### src/hdl/psc_pkg.sv
// ----------------------------------------------------------------------------
// psc_pkg: shared types, constants and helpers of the pitch step command block
// Fixed-point scale factors, mode and register codes and the stage structs.
// ----------------------------------------------------------------------------
package psc_pkg;

   // Encoder resolution; every encoder width below follows from it.
   localparam int ENCODER_BITS = 14;
   localparam int DELTA_W      = ENCODER_BITS + 1;
   localparam int CSR_DATA_W   = (ENCODER_BITS > 16) ? ENCODER_BITS : 16;
   localparam int CSR_INDEX_W  = 2;

   // Angles in degrees, Q.7, wide enough for a difference of two bound angles.
   localparam int ANG_W = 17;
   localparam int MAG_W = 16;
   localparam int STEP_W = 17;

   localparam logic signed [ANG_W-1:0] DEG180_Q7 = 17'sd23040;
   localparam logic signed [ANG_W-1:0] DEG360_Q7 = 17'sd46080;

   // Encoder counts to motor steps and to blade angle, both over 2^ENCODER_BITS.
   localparam int SCALE_W = 17;
   localparam int PROD_W  = ENCODER_BITS + SCALE_W;
   localparam logic [SCALE_W-1:0] ENC_STEP_FACTOR  = 17'd58778;
   localparam logic [SCALE_W-1:0] ENC_ANGLE_FACTOR = 17'd69120;

   // Blade angle to motor steps: 29389 / 34560, where 34560 = 256 * 135.
   localparam int ANG_NUM_W = 15;
   localparam logic [ANG_NUM_W-1:0] ANGLE_STEP_NUM = 15'd29389;
   localparam int ANG_PROD_W  = MAG_W + ANG_NUM_W;
   localparam int DIV_PRE_SHIFT = 8;
   localparam int DIV_X_W     = 22;
   localparam int RECIP_W     = 23;
   localparam int RECIP_SHIFT = 30;
   localparam int QUOT_W      = 15;
   localparam int DIV_PROD_W  = DIV_X_W + RECIP_W;
   localparam logic [RECIP_W-1:0] RECIP_135 = 23'd7953644;

   localparam logic [15:0] STEP_LIMIT_RESET = 16'd1000;

   // Mode codes.
   localparam logic [1:0] MODE_ENCODER = 2'd0;
   localparam logic [1:0] MODE_FEATHER = 2'd1;
   localparam logic [1:0] MODE_ANGLE   = 2'd2;
   localparam logic [1:0] MODE_NONE    = 2'd3;

   // Register indexes.
   localparam logic [CSR_INDEX_W-1:0] CSR_ZERO_POSITION    = 2'd0;
   localparam logic [CSR_INDEX_W-1:0] CSR_FEATHER_POSITION = 2'd1;
   localparam logic [CSR_INDEX_W-1:0] CSR_STEP_LIMIT       = 2'd2;

   typedef struct packed {
      logic [1:0] mode;
      logic       send;
      logic       feather;
   } psc_flags_type;

   // Encoder front end to step conversion.
   typedef struct packed {
      logic                     valid;
      psc_flags_type            flags;
      logic                     neg;
      logic signed [ANG_W-1:0]  target;
      logic [PROD_W-1:0]        prod;
   } psc_scaled_type;

   // Step conversion to output stage.
   typedef struct packed {
      logic             valid;
      psc_flags_type    flags;
      logic             neg;
      logic [MAG_W-1:0] mag;
   } psc_steps_type;

   // Bring an angle once into plus or minus 180 degrees.
   function automatic logic signed [ANG_W-1:0] bound_semi(input logic signed [ANG_W-1:0] a);
      logic signed [ANG_W-1:0] r;
      if (a < -DEG180_Q7) begin
         r = a + DEG360_Q7;
      end else if (a > DEG180_Q7) begin
         r = a - DEG360_Q7;
      end else begin
         r = a;
      end
      return r;
   endfunction

endpackage

### src/hdl/psc_if.sv
// ----------------------------------------------------------------------------
// psc_if: request and response channels of the pitch step command block
// Valid/ready channels; a transaction completes when valid and ready are high.
// ----------------------------------------------------------------------------
interface psc_req_if;
   logic                              valid;
   logic                              ready;
   logic [1:0]                        mode;
   logic [psc_pkg::ENCODER_BITS-1:0]  encoder_now;
   logic [psc_pkg::ENCODER_BITS-1:0]  encoder_goal;
   logic signed [15:0]                angle_goal;
   logic                              drive_done;
   logic                              feather_reported;

   modport source (output valid, mode, encoder_now, encoder_goal, angle_goal,
                   drive_done, feather_reported, input ready);
   modport sink   (input valid, mode, encoder_now, encoder_goal, angle_goal,
                   drive_done, feather_reported, output ready);
endinterface

interface psc_rsp_if;
   logic                              valid;
   logic                              ready;
   logic signed [psc_pkg::STEP_W-1:0] step_count;
   logic                              send_steps;
   logic                              send_feather_enable;

   modport source (output valid, step_count, send_steps, send_feather_enable,
                   input ready);
   modport sink   (input valid, step_count, send_steps, send_feather_enable,
                   output ready);
endinterface

### src/hdl/psc_encoder.sv
// ----------------------------------------------------------------------------
// psc_encoder: encoder difference and scaling stages
// Wraps the encoder difference, takes its magnitude and scales it.
// ----------------------------------------------------------------------------
module psc_encoder (
   input  logic                              clock,
   input  logic                              reset,
   input  logic                              en,
   input  logic                              in_valid,
   input  logic [1:0]                        mode,
   input  logic [psc_pkg::ENCODER_BITS-1:0]  encoder_now,
   input  logic [psc_pkg::ENCODER_BITS-1:0]  encoder_goal,
   input  logic signed [15:0]                angle_goal,
   input  logic                              drive_done,
   input  logic                              feather_reported,
   input  logic [psc_pkg::ENCODER_BITS-1:0]  zero_position,
   input  logic [psc_pkg::ENCODER_BITS-1:0]  feather_position,
   output psc_pkg::psc_scaled_type           scaled
);

   localparam int E = psc_pkg::ENCODER_BITS;
   localparam int DW = psc_pkg::DELTA_W;
   localparam int AW = psc_pkg::ANG_W;

   // Stage 1: wrapped difference and bound target angle.
   logic                       v1_ff;
   psc_pkg::psc_flags_type     flags1_ff, flags1_in;
   logic signed [DW-1:0]       d1_ff, d1_in;
   logic signed [AW-1:0]       target1_ff, target1_in;

   // Stage 2: magnitude and direction.
   logic                       v2_ff;
   psc_pkg::psc_flags_type     flags2_ff;
   logic [E-1:0]               mag2_ff, mag2_in;
   logic                       neg2_ff, neg2_in;
   logic signed [AW-1:0]       target2_ff;

   // Stage 3: scaled magnitude.
   logic                       v3_ff;
   psc_pkg::psc_flags_type     flags3_ff;
   logic                       neg3_ff;
   logic signed [AW-1:0]       target3_ff;
   logic [psc_pkg::PROD_W-1:0] prod3_ff, prod3_in;

   logic [E-1:0]               ref_pos;
   logic [DW-1:0]              diff;
   logic [DW-1:0]              abs_d;
   logic [psc_pkg::SCALE_W-1:0] factor;

   always_comb begin
      case (mode)
         psc_pkg::MODE_FEATHER: ref_pos = feather_position;
         psc_pkg::MODE_ANGLE:   ref_pos = zero_position;
         default:               ref_pos = encoder_goal;
      endcase
      diff = {1'b0, encoder_now} - {1'b0, ref_pos};
      // Two's-complement wrap, except that half a turn maps to plus half when encoder_now is below the reference.
      if (diff[E-1] && (diff[E-2:0] == '0) && diff[E]) begin
         d1_in = {1'b0, diff[E-1:0]};
      end else begin
         d1_in = {diff[E-1], diff[E-1:0]};
      end
      target1_in = psc_pkg::bound_semi(AW'(angle_goal));
      flags1_in.mode    = mode;
      flags1_in.send    = drive_done && (mode != psc_pkg::MODE_NONE);
      flags1_in.feather = (mode == psc_pkg::MODE_FEATHER) && drive_done && !feather_reported;
   end

   always_comb begin
      abs_d   = d1_ff[DW-1] ? -d1_ff : d1_ff;
      mag2_in = abs_d[E-1:0];
      if (flags1_ff.mode == psc_pkg::MODE_ANGLE) begin
         neg2_in = d1_ff < 0;
      end else begin
         neg2_in = d1_ff > 0;
      end
   end

   always_comb begin
      factor   = (flags2_ff.mode == psc_pkg::MODE_ANGLE) ? psc_pkg::ENC_ANGLE_FACTOR
                                                          : psc_pkg::ENC_STEP_FACTOR;
      prod3_in = {{psc_pkg::SCALE_W{1'b0}}, mag2_ff} * {{E{1'b0}}, factor};
   end

   always_ff @(posedge clock) begin
      if (reset) begin
         v1_ff <= 1'b0;
         v2_ff <= 1'b0;
         v3_ff <= 1'b0;
      end else if (en) begin
         v1_ff      <= in_valid;
         flags1_ff  <= flags1_in;
         d1_ff      <= d1_in;
         target1_ff <= target1_in;

         v2_ff      <= v1_ff;
         flags2_ff  <= flags1_ff;
         mag2_ff    <= mag2_in;
         neg2_ff    <= neg2_in;
         target2_ff <= target1_ff;

         v3_ff      <= v2_ff;
         flags3_ff  <= flags2_ff;
         neg3_ff    <= neg2_ff;
         target3_ff <= target2_ff;
         prod3_ff   <= prod3_in;
      end
   end

   assign scaled.valid  = v3_ff;
   assign scaled.flags  = flags3_ff;
   assign scaled.neg    = neg3_ff;
   assign scaled.target = target3_ff;
   assign scaled.prod   = prod3_ff;

endmodule

### src/hdl/psc_steps.sv
// ----------------------------------------------------------------------------
// psc_steps: blade angle and step conversion stages
// Forms the angle error in mode 2 and converts it to motor steps; other modes pass the step magnitude through.
// ----------------------------------------------------------------------------
module psc_steps (
   input  logic                    clock,
   input  logic                    reset,
   input  logic                    en,
   input  psc_pkg::psc_scaled_type scaled,
   output psc_pkg::psc_steps_type  steps
);

   localparam int E  = psc_pkg::ENCODER_BITS;
   localparam int AW = psc_pkg::ANG_W;
   localparam int MW = psc_pkg::MAG_W;

   // Stage 4: current angle (mode 2) or step magnitude (other modes).
   logic                        v4_ff;
   psc_pkg::psc_flags_type      flags4_ff;
   logic                        neg4_ff;
   logic signed [AW-1:0]        target4_ff;
   logic signed [AW-1:0]        val4_ff, val4_in;

   // Stage 5: raw angle error.
   logic                        v5_ff;
   psc_pkg::psc_flags_type      flags5_ff;
   logic                        neg5_ff;
   logic signed [AW-1:0]        val5_ff, val5_in;

   // Stage 6: bound error magnitude and sign.
   logic                        v6_ff;
   psc_pkg::psc_flags_type      flags6_ff;
   logic                        neg6_ff, neg6_in;
   logic [MW-1:0]               mag6_ff, mag6_in;

   // Stage 7: numerator product.
   logic                        v7_ff;
   psc_pkg::psc_flags_type      flags7_ff;
   logic                        neg7_ff;
   logic [MW-1:0]               mag7_ff;
   logic [psc_pkg::ANG_PROD_W-1:0] p7_ff, p7_in;

   // Stage 8: division by 34560 through a shift and a reciprocal of 135.
   logic                        v8_ff;
   psc_pkg::psc_flags_type      flags8_ff;
   logic                        neg8_ff;
   logic [MW-1:0]               mag8_ff, mag8_in;

   logic [MW-1:0]               m4;
   logic signed [AW-1:0]        cur4;
   logic signed [AW-1:0]        err6;
   logic signed [AW-1:0]        abs6;
   logic [psc_pkg::DIV_X_W-1:0]    x8;
   logic [psc_pkg::DIV_PROD_W-1:0] q8_prod;

   always_comb begin
      m4   = scaled.prod[E +: MW];
      cur4 = scaled.neg ? -AW'(m4) : AW'(m4);
      if (scaled.flags.mode == psc_pkg::MODE_ANGLE) begin
         val4_in = psc_pkg::bound_semi(cur4);
      end else begin
         val4_in = AW'(m4);
      end
   end

   always_comb begin
      if (flags4_ff.mode == psc_pkg::MODE_ANGLE) begin
         val5_in = target4_ff - val4_ff;
      end else begin
         val5_in = val4_ff;
      end
   end

   always_comb begin
      err6 = psc_pkg::bound_semi(val5_ff);
      abs6 = (err6 < 0) ? -err6 : err6;
      if (flags5_ff.mode == psc_pkg::MODE_ANGLE) begin
         mag6_in = abs6[MW-1:0];
         neg6_in = err6 < 0;
      end else begin
         mag6_in = val5_ff[MW-1:0];
         neg6_in = neg5_ff;
      end
   end

   always_comb begin
      p7_in = {{psc_pkg::ANG_NUM_W{1'b0}}, mag6_ff} *
              {{MW{1'b0}}, psc_pkg::ANGLE_STEP_NUM};
   end

   always_comb begin
      x8      = p7_ff[psc_pkg::DIV_PRE_SHIFT +: psc_pkg::DIV_X_W];
      q8_prod = {{psc_pkg::RECIP_W{1'b0}}, x8} *
                {{psc_pkg::DIV_X_W{1'b0}}, psc_pkg::RECIP_135};
      if (flags7_ff.mode == psc_pkg::MODE_ANGLE) begin
         mag8_in = MW'(q8_prod[psc_pkg::RECIP_SHIFT +: psc_pkg::QUOT_W]);
      end else begin
         mag8_in = mag7_ff;
      end
   end

   always_ff @(posedge clock) begin
      if (reset) begin
         v4_ff <= 1'b0;
         v5_ff <= 1'b0;
         v6_ff <= 1'b0;
         v7_ff <= 1'b0;
         v8_ff <= 1'b0;
      end else if (en) begin
         v4_ff      <= scaled.valid;
         flags4_ff  <= scaled.flags;
         neg4_ff    <= scaled.neg;
         target4_ff <= scaled.target;
         val4_ff    <= val4_in;

         v5_ff      <= v4_ff;
         flags5_ff  <= flags4_ff;
         neg5_ff    <= neg4_ff;
         val5_ff    <= val5_in;

         v6_ff      <= v5_ff;
         flags6_ff  <= flags5_ff;
         neg6_ff    <= neg6_in;
         mag6_ff    <= mag6_in;

         v7_ff      <= v6_ff;
         flags7_ff  <= flags6_ff;
         neg7_ff    <= neg6_ff;
         mag7_ff    <= mag6_ff;
         p7_ff      <= p7_in;

         v8_ff      <= v7_ff;
         flags8_ff  <= flags7_ff;
         neg8_ff    <= neg7_ff;
         mag8_ff    <= mag8_in;
      end
   end

   assign steps.valid = v8_ff;
   assign steps.flags = flags8_ff;
   assign steps.neg   = neg8_ff;
   assign steps.mag   = mag8_ff;

endmodule

### src/hdl/pitch_step_command.sv
// ----------------------------------------------------------------------------
// pitch_step_command: blade pitch stepper command generator
// Each request transaction carries a mode, the encoder reading, the goals and
// two drive flags; each yields one response transaction with a signed step
// count, clamped to the step limit, and the two command flags.
// Configuration registers (zero position, feather position, step limit) are
// written through the csr_ port, one register per cycle with csr_we high;
// the user must write them only while no transaction is in flight (not enforced).
// The datapath is a nine-stage pipeline: wrap, magnitude, encoder scaling,
// angle bound, angle error, error bound, numerator product, reciprocal
// division and saturation. Throughput is one transaction per cycle, as every
// stage takes a new transaction on each cycle in which the response side is
// not stalled.
// When the receiver holds rsp ready low with a response waiting, the whole
// pipeline freezes and req ready falls in the same cycle; nothing is lost or
// repeated and the response is held stable.
// Synchronous reset empties the pipeline, clears zero and feather positions
// and sets the step limit to 1000.
// ----------------------------------------------------------------------------
module pitch_step_command (
   input  logic                               clock,
   input  logic                               reset,
   psc_req_if.sink                            req_chan,
   psc_rsp_if.source                          rsp_chan,
   input  logic                               csr_we,
   input  logic [psc_pkg::CSR_INDEX_W-1:0]    csr_index,
   input  logic [psc_pkg::CSR_DATA_W-1:0]     csr_wdata
);

   localparam int E  = psc_pkg::ENCODER_BITS;
   localparam int MW = psc_pkg::MAG_W;
   localparam int SW = psc_pkg::STEP_W;

   logic [E-1:0]  zero_position_ff;
   logic [E-1:0]  feather_position_ff;
   logic [15:0]   step_limit_ff;

   // The pipeline moves whenever the output register is free or being drained.
   logic en;

   psc_pkg::psc_scaled_type scaled;
   psc_pkg::psc_steps_type  steps;

   logic                 rsp_valid_ff;
   logic signed [SW-1:0] step_count_ff, step_count_in;
   logic                 send_steps_ff;
   logic                 send_feather_ff;
   logic [MW-1:0]        mag_sat;

   assign en             = !rsp_valid_ff || rsp_chan.ready;
   assign req_chan.ready = en;

   // Configuration registers.
   always_ff @(posedge clock) begin
      if (reset) begin
         zero_position_ff    <= '0;
         feather_position_ff <= '0;
         step_limit_ff       <= psc_pkg::STEP_LIMIT_RESET;
      end else if (csr_we) begin
         case (csr_index)
            psc_pkg::CSR_ZERO_POSITION:    zero_position_ff    <= csr_wdata[E-1:0];
            psc_pkg::CSR_FEATHER_POSITION: feather_position_ff <= csr_wdata[E-1:0];
            psc_pkg::CSR_STEP_LIMIT:       step_limit_ff       <= csr_wdata[15:0];
            default: ;
         endcase
      end
   end

   psc_encoder u_encoder (
      .clock            (clock),
      .reset            (reset),
      .en               (en),
      .in_valid         (req_chan.valid),
      .mode             (req_chan.mode),
      .encoder_now      (req_chan.encoder_now),
      .encoder_goal     (req_chan.encoder_goal),
      .angle_goal       (req_chan.angle_goal),
      .drive_done       (req_chan.drive_done),
      .feather_reported (req_chan.feather_reported),
      .zero_position    (zero_position_ff),
      .feather_position (feather_position_ff),
      .scaled           (scaled)
   );

   psc_steps u_steps (
      .clock  (clock),
      .reset  (reset),
      .en     (en),
      .scaled (scaled),
      .steps  (steps)
   );

   // Final stage: clamp the magnitude to the step limit and apply the sign.
   // The unused mode code reports no steps at all.
   always_comb begin
      if (steps.flags.mode == psc_pkg::MODE_NONE) begin
         mag_sat = '0;
      end else if (steps.mag > step_limit_ff) begin
         mag_sat = step_limit_ff;
      end else begin
         mag_sat = steps.mag;
      end
      step_count_in = steps.neg ? -SW'(mag_sat) : SW'(mag_sat);
   end

   always_ff @(posedge clock) begin
      if (reset) begin
         rsp_valid_ff <= 1'b0;
      end else if (en) begin
         rsp_valid_ff    <= steps.valid;
         step_count_ff   <= step_count_in;
         send_steps_ff   <= steps.flags.send;
         send_feather_ff <= steps.flags.feather;
      end
   end

   assign rsp_chan.valid               = rsp_valid_ff;
   assign rsp_chan.step_count          = step_count_ff;
   assign rsp_chan.send_steps          = send_steps_ff;
   assign rsp_chan.send_feather_enable = send_feather_ff;

endmodule
### src/flat_wrapper.sv
// flat-port wrapper written by rule: the top's interface ports become plain ports
module pitch_step_command_flat 
  (clock, reset, csr_we, csr_index, csr_wdata, req_chan_valid, req_chan_mode, req_chan_encoder_now, req_chan_encoder_goal, req_chan_angle_goal, req_chan_drive_done, req_chan_feather_reported, req_chan_ready, rsp_chan_valid, rsp_chan_step_count, rsp_chan_send_steps, rsp_chan_send_feather_enable, rsp_chan_ready);
  psc_req_if req_chan_i ();
  psc_rsp_if rsp_chan_i ();
  input  logic clock;
  input  logic reset;
  input  logic csr_we;
  input  logic [psc_pkg::CSR_INDEX_W-1:0] csr_index;
  input  logic [psc_pkg::CSR_DATA_W-1:0] csr_wdata;
  input wire logic [$bits(req_chan_i.valid)-1:0] req_chan_valid;
  input wire logic [$bits(req_chan_i.mode)-1:0] req_chan_mode;
  input wire logic [$bits(req_chan_i.encoder_now)-1:0] req_chan_encoder_now;
  input wire logic [$bits(req_chan_i.encoder_goal)-1:0] req_chan_encoder_goal;
  input wire logic [$bits(req_chan_i.angle_goal)-1:0] req_chan_angle_goal;
  input wire logic [$bits(req_chan_i.drive_done)-1:0] req_chan_drive_done;
  input wire logic [$bits(req_chan_i.feather_reported)-1:0] req_chan_feather_reported;
  output wire logic [$bits(req_chan_i.ready)-1:0] req_chan_ready;
  output wire logic [$bits(rsp_chan_i.valid)-1:0] rsp_chan_valid;
  output wire logic [$bits(rsp_chan_i.step_count)-1:0] rsp_chan_step_count;
  output wire logic [$bits(rsp_chan_i.send_steps)-1:0] rsp_chan_send_steps;
  output wire logic [$bits(rsp_chan_i.send_feather_enable)-1:0] rsp_chan_send_feather_enable;
  input wire logic [$bits(rsp_chan_i.ready)-1:0] rsp_chan_ready;
  assign req_chan_i.valid = req_chan_valid;
  assign req_chan_i.mode = req_chan_mode;
  assign req_chan_i.encoder_now = req_chan_encoder_now;
  assign req_chan_i.encoder_goal = req_chan_encoder_goal;
  assign req_chan_i.angle_goal = req_chan_angle_goal;
  assign req_chan_i.drive_done = req_chan_drive_done;
  assign req_chan_i.feather_reported = req_chan_feather_reported;
  assign req_chan_ready = req_chan_i.ready;
  assign rsp_chan_valid = rsp_chan_i.valid;
  assign rsp_chan_step_count = rsp_chan_i.step_count;
  assign rsp_chan_send_steps = rsp_chan_i.send_steps;
  assign rsp_chan_send_feather_enable = rsp_chan_i.send_feather_enable;
  assign rsp_chan_i.ready = rsp_chan_ready;
  pitch_step_command u_core (.clock(clock), .reset(reset), .req_chan(req_chan_i), .rsp_chan(rsp_chan_i), .csr_we(csr_we), .csr_index(csr_index), .csr_wdata(csr_wdata));
endmodule
### config.mk
export PLATFORM = sky130hd
export DESIGN_NAME = pitch_step_command_flat
export DESIGN_NICKNAME = d
export VERILOG_FILES = /design/src/hdl/psc_pkg.sv /design/src/hdl/psc_if.sv /design/src/hdl/psc_encoder.sv /design/src/hdl/psc_steps.sv /design/src/hdl/pitch_step_command.sv /design/src/flat_wrapper.sv
export SDC_FILE = /design/constraint.sdc
export NUM_CORES = 2
export LEC_CHECK = 0
export BUFFER_PORTS_ARGS = -buffer_cell sky130_fd_sc_hd__clkbuf_2
export CAP_MARGIN = 40
export CORE_MARGIN = 2
export CORE_UTILIZATION = 30
export CTS_CLUSTER_SIZE = 40
export DETAILED_ROUTE_END_ITERATION = 7
export GPL_TIMING_DRIVEN = 0
export HOLD_SLACK_MARGIN = 0.02
export PLACE_DENSITY_LB_ADDON = 0.08
export SYNTH_ARGS = -nofsm -noshare
export SYNTH_HDL_FRONTEND = slang
export SYNTH_HIERARCHICAL = 1
export SYNTH_SLANG_ARGS = --single-unit
### constraint.sdc
create_clock -name clock -period 14.65 [get_ports clock]
set_input_delay 3.6625 -clock clock [delete_from_list [all_inputs] [get_ports clock]]
set_output_delay 3.6625 -clock clock [all_outputs]
set_load 0.01 [all_outputs]
Yosys cells after proc, flatten, opt, wreduce, memory -nomap -nowiden
Index checks and enable logic that the tools add are counted.
{"block": "op_classes", "addsub": 12, "n_mul": 3, "order_cmp": 10, "eq_ne": 12, "n_mux": 20, "n_bitwise": 1, "reduce_logical": 14}
{"cell": "two-way mux 17 bit", "count": 9}
{"cell": "two-way mux 16 bit", "count": 6}
{"cell": "multiplier 22 x 21 -> 43 bit (second input constant)", "count": 1}
{"cell": "adder 17 bit (second input constant)", "count": 2}
{"cell": "greater-than comparator 17 x 16 -> 1 bit (second input constant)", "count": 2}
{"cell": "< comparator 17 x 16 -> 1 bit (second input constant)", "count": 2}
{"cell": "negator 16 -> 17 bit", "count": 2}
{"cell": "subtractor 17 bit (second input constant)", "count": 2}
{"cell": "multiplier 14 x 17 -> 30 bit", "count": 1}
{"cell": "multiplier 16 x 15 -> 30 bit (second input constant)", "count": 1}
{"cell": "one-hot mux 14 bit (2 select lines)", "count": 1}
{"cell": "== test 2 bit (second input constant)", "count": 9}
{"cell": "adder 16 x 17 -> 17 bit (second input constant)", "count": 1}
{"cell": "< comparator 17 x 1 -> 1 bit (second input constant)", "count": 1}
{"cell": "subtractor 16 x 17 -> 17 bit (second input constant)", "count": 1}
{"cell": "subtractor 17 bit", "count": 1}
{"cell": "greater-than comparator 16 bit", "count": 1}
{"cell": "greater-than comparator 16 bit (second input constant)", "count": 1}
{"cell": "< comparator 16 bit (second input constant)", "count": 1}
{"cell": "negator 16 bit", "count": 1}
{"cell": "greater-than comparator 15 x 1 -> 1 bit (second input constant)", "count": 1}
{"cell": "< comparator 15 x 1 -> 1 bit (second input constant)", "count": 1}
{"cell": "two-way mux 15 bit", "count": 1}
{"cell": "subtractor 14 x 14 -> 15 bit", "count": 1}
{"cell": "12 further kinds", "count": 22}
{"block": "totals", "regBits": 350, "inputBits": 71, "out_inout_bits": 21, "word_cells": 135}

Depth between registers and ports, before layout
{"block": "depth", "ltp_word": 6, "ltp_mapped": 25}

By module
The synthesis kept the hierarchy.
{"module": "psc_steps", "instances": 1, "cells_per_inst": 1880, "area_per_inst_um2": 20649.8}
{"module": "psc_encoder", "instances": 1, "cells_per_inst": 946, "area_per_inst_um2": 10611.4}
{"module": "pitch_step_command", "instances": 1, "cells_per_inst": 437, "area_per_inst_um2": 3639.7}

Least setup slack after synthesis
Ideal clock, no wire load.
{"block": "synth_path", "path_type": "input to register", "start": "input rsp_chan_ready", "end": "register u_core/u_steps/flags4_ff[0] (netlist name), enable pin", "setup_time_ns": 0.673, "arrival_time_ns": 10.699, "t_required_ns": 13.977, "slack_ns": 3.277, "cell_stages": 4, "cell_sequence": "nor2b_1 > inv_1 > clkbuf_1 > nor2b_1"}
{"block": "synth_via", "elab_chain_len": 2}
{"item": "start: declaration", "line": "flat_wrapper.sv:23", "source": "input wire logic [$bits(rsp_chan_i.ready)-1:0] rsp_chan_ready;"}
{"item": "logical OR 1 bit", "line": "pitch_step_command.sv:50", "source": "assign en = !rsp_valid_ff || rsp_chan.ready;"}
{"item": "via req_chan_ready", "line": "flat_wrapper.sv:18", "source": "output wire logic [$bits(req_chan_i.ready)-1:0] req_chan_ready;"}
{"item": "AND reduction 2 bit (no line)"}
{"item": "end signal: assignment", "line": "psc_steps.sv:111", "source": "flags4_ff <= scaled.flags;"}
{"item": "end: declaration", "line": "psc_steps.sv:19", "source": "psc_pkg::psc_flags_type flags4_ff;"}
The timed path passes the listed nets, and every way through them passes these cells.
A chain may end at the register's enable or synchronous reset.

Final worst setup path
{"block": "layout_path", "start": "input rsp_chan_ready", "end": "output req_chan_ready"}
{"block": "layout_via", "elab_chain_len": 1}
{"item": "logical OR 1 bit", "line": "pitch_step_command.sv:50"}
{"item": "end: declaration", "line": "flat_wrapper.sv:18"}
Every way passes these cells.

==> impl_table.tex <==
\begin{tabular}{lr}
\hline
Metric & Value \\
\hline
\multicolumn{2}{l}{\textbf{Run status}} \\
Result of the run & finished, final reports clean \\
\multicolumn{2}{l}{\textbf{STA}} \\
Final clock skew & 0.03193 ns \\
Highest clock rate & $\sim$0.13 GHz \\
Final critical-path required period & 7.973 ns \\
Number of setup violations in the final report & 0 \\
Share of the clock period used by the worst path after layout & 54.42\% \\
Number of failing hold endpoints at the final stage & 0 \\
Slew headroom & 34.64\% \\
Setup repair after global routing missed its margin & false \\
Slew Viols, Final & 0 \\
Worst-margin pin slew & 0.9715 ns \\
\multicolumn{2}{l}{\textbf{Finish}} \\
Most frequent standard cell in the layout excluding fill and tap cells & inv\_1 \\
Area grow syn2layout & 12.06\% \\
Total number of nets in the final design & $\sim$4400 \\
Number of standard cells in the layout, taps in and fillers out & 4925 \\
Most frequent cells in the layout & inv\_1 (641), ha\_1 (530), fa\_1 (388) \\
Antenna Cells & 0 \\
Fraction of the core area covered by cells at the end of the flow & between 30\% and 40\% \\
Share of final-layout standard cells stronger than drive strength 1 & 7.852\% \\
Fill count & roughly 12000 \\
\multicolumn{2}{l}{\textbf{Floorplan}} \\
Horiz. Die Dim & 342.2 um \\
Starting density of the core & approximately 30\% \\
Placement Rows & between 100 and 150 \\
Die area & 0.1171 mm\^{}2 \\
Die Y-Extent & 342.2 um \\
Io pins & between 90 and 100 \\
Area inside the core boundary & 0.1139 mm\^{}2 \\
\multicolumn{2}{l}{\textbf{Routing}} \\
Overall via count from detail\_route & between 20000 and 25000 \\
Via density per instance & 4.513 \\
Detailed Routing Iterations Pass 1 & 5 \\
Routed wire length & approximately 84000 um \\
Highest metal layer with signal wires & met4 \\
Routed wl met2 & 40010 um \\
DR iter-0 viols & 893 \\
\# DRC & 0 \\
Met1 Wirelength & 41060 um \\
Count of antenna-violating nets left after detailed routing & 0 \\
Routed length on met3 & 1629 um \\
Average wire per cell in the routed design & $\sim$17 um \\
\multicolumn{2}{l}{\textbf{Synthesis}} \\
Count of synthesis-stage warnings from yosys & 6 \\
Number of instances in the synthesized netlist & 3224 \\
Post-Synthesis Cell Area & 0.03431 mm\^{}2 \\
Per-instance average area after synthesis & about 11 um\^{}2 \\
\multicolumn{2}{l}{\textbf{Critical path}} \\
Cell with the biggest individual delay on the critical path & nor2b\_1 \\
Max incr delay on CP & 0.20 ns \\
Slack of the worst reg-to-reg path & 7.08 ns \\
Most Frequent Cell on Critical Path & clkbuf\_2 \\
Origin of the critical flop-to-flop path & u\_core/u\_steps/p7\_ff[22] \\
Type of origin of the critical path & primary input \\
Data arrival time of the critical path & about 4.3 ns \\
Maximum fanout encountered on the critical timing path & 6 \\
Number of cells on the worst reg-to-reg path & 21 \\
Setup crit end kind & output port \\
Ordered cell list for the critical path & clkbuf\_2 -> nor2b\_1 -> inv\_1 -> clkbuf\_2 \\
Worst flop-to-flop path endpoint & u\_core/u\_steps/mag8\_ff[13] \\
Kind of critical path & primary input to output port \\
Critical path data required time & 10.99 ns \\
\multicolumn{2}{l}{\textbf{Place}} \\
I/O Buffers & 91 \\
Estimated wirelength of the detail-placed design & around 71000 um \\
Routability congestion estimate & about 0.8 \\
Cell total after placement & 4844 \\
\multicolumn{2}{l}{\textbf{Clock tree}} \\
Root buffer selected by CTS & clkbuf\_16 \\
Total CTS buffers & 44 \\
Number of buffers inserted to repair setup after CTS & 0 \\
Clock latency reported for the late side of the worst-skew pair & 0.60 ns \\
Hold bufs inserted after CTS & 0 \\
Reg clk slew, reported paths & 0.06 ns \\
Number of clock sinks & 328 \\
Buffer depth of the longest clock path & 3 \\
H-tree depth & 2 \\
Post-cts repair resize count & 0 \\
TritonCTS clock tree & yes \\
\multicolumn{2}{l}{\textbf{Global route}} \\
Global-route wire length before repair & 137300 um \\
Maximum number of pins on one net before global-route repair & 31 \\
Number of antenna violations at the first check in global routing & 0 \\
Final global-route overflow total & 0 \\
Overall track demand over capacity in global routing & about 15\% \\
Number of global-route vias before repair & 24040 \\
\multicolumn{2}{l}{\textbf{Hold path}} \\
Count of cells along the worst hold path & 0 \\
Hold/Removal Path Class & register to register \\
Hold Path End & u\_core/u\_steps/steps[17] \\
Worst Min Path Start & u\_core/u\_steps/flags7\_ff[0] \\
\multicolumn{2}{l}{\textbf{Job}} \\
Max-capacitance violation count & 0 \\
\hline
\end{tabular}
==> per-stage QoR <==
stage	hold WS [ns]	cell area (um^2)	setup WS (ns)	TNS [ns]
4_1_cts	0.3828	38440	6.671	0
3_5_place_dp	0.4045	36910	6.462	0
5_1_grt	0.3945	38440	6.606	0
2_1_floorplan	0.4003	34320	3.277	0
6_report	0.3944	38440	6.677	0
3_3_place_gp	0.4008	36670	-0.4750	-62.33
==> worst max-delay path: cells and delay by family <==
kind / cells / cell delay, ns
AND/OR/NAND/NOR: 1 / 0.20
buffers and inverters: 3 / 0.44
==> layer usage <==
| metal | GRT usage, % | up-vias |
|---|---|---|
| li1 | - | 11170 |
| met1 | 21.07 | 10820 |
| met2 | 25.05 | 176 |
| met3 | 1.548 | 64 |
| met4 | 2.668 | 0 |
| met5 | 0 | - |
==> state kept, by name (all words and copies together), names as in the netlist, 17 cells and up <==
signal and cells:
u_core/u_encoder/target2_ff 17, u_core/u_steps/val5_ff 17, u_core/u_encoder/target3_ff 17, u_core/u_steps/val4_ff 17, u_core/rsp_chan.step_count 17, u_core/u_encoder/target1_ff 17, u_core/u_steps/target4_ff 17, u_core/u_steps/p7_ff 22
==> worst max path at each step <==
stage / from / depth (start not counted) / to
final: rsp_chan_ready / 4 / req_chan_ready
after global routing: rsp_chan_ready / 4 / req_chan_ready
after CTS: rsp_chan_ready / 4 / req_chan_ready
after detailed placement: req_chan_mode[1] / 16 / u_core/u_encoder/d1_ff[14]
after global placement: rsp_chan_ready / 5 / u_core/u_steps/target4_ff[5]
after floorplan: rsp_chan_ready / 4 / u_core/u_steps/flags4_ff[0]
==> area by class of cell <==
type	instances	area, um^2	area share [%]
Buffer	61	292.8	0.7616
Clock buffer	56	1186	3.086
Clock inverter	25	344.1	0.8951
Inverter	641	2406	6.259
Multi-Input combinational cell	2199	22320	58.07
Sequential cell	328	9319	24.24
Tap cell	1512	1892	4.921
Timing Repair Buffer	103	678.2	1.764
Power is left out: the tool's default activity adds up to more than one toggle a clock period on the data nets, which glitch-free logic cannot reach.
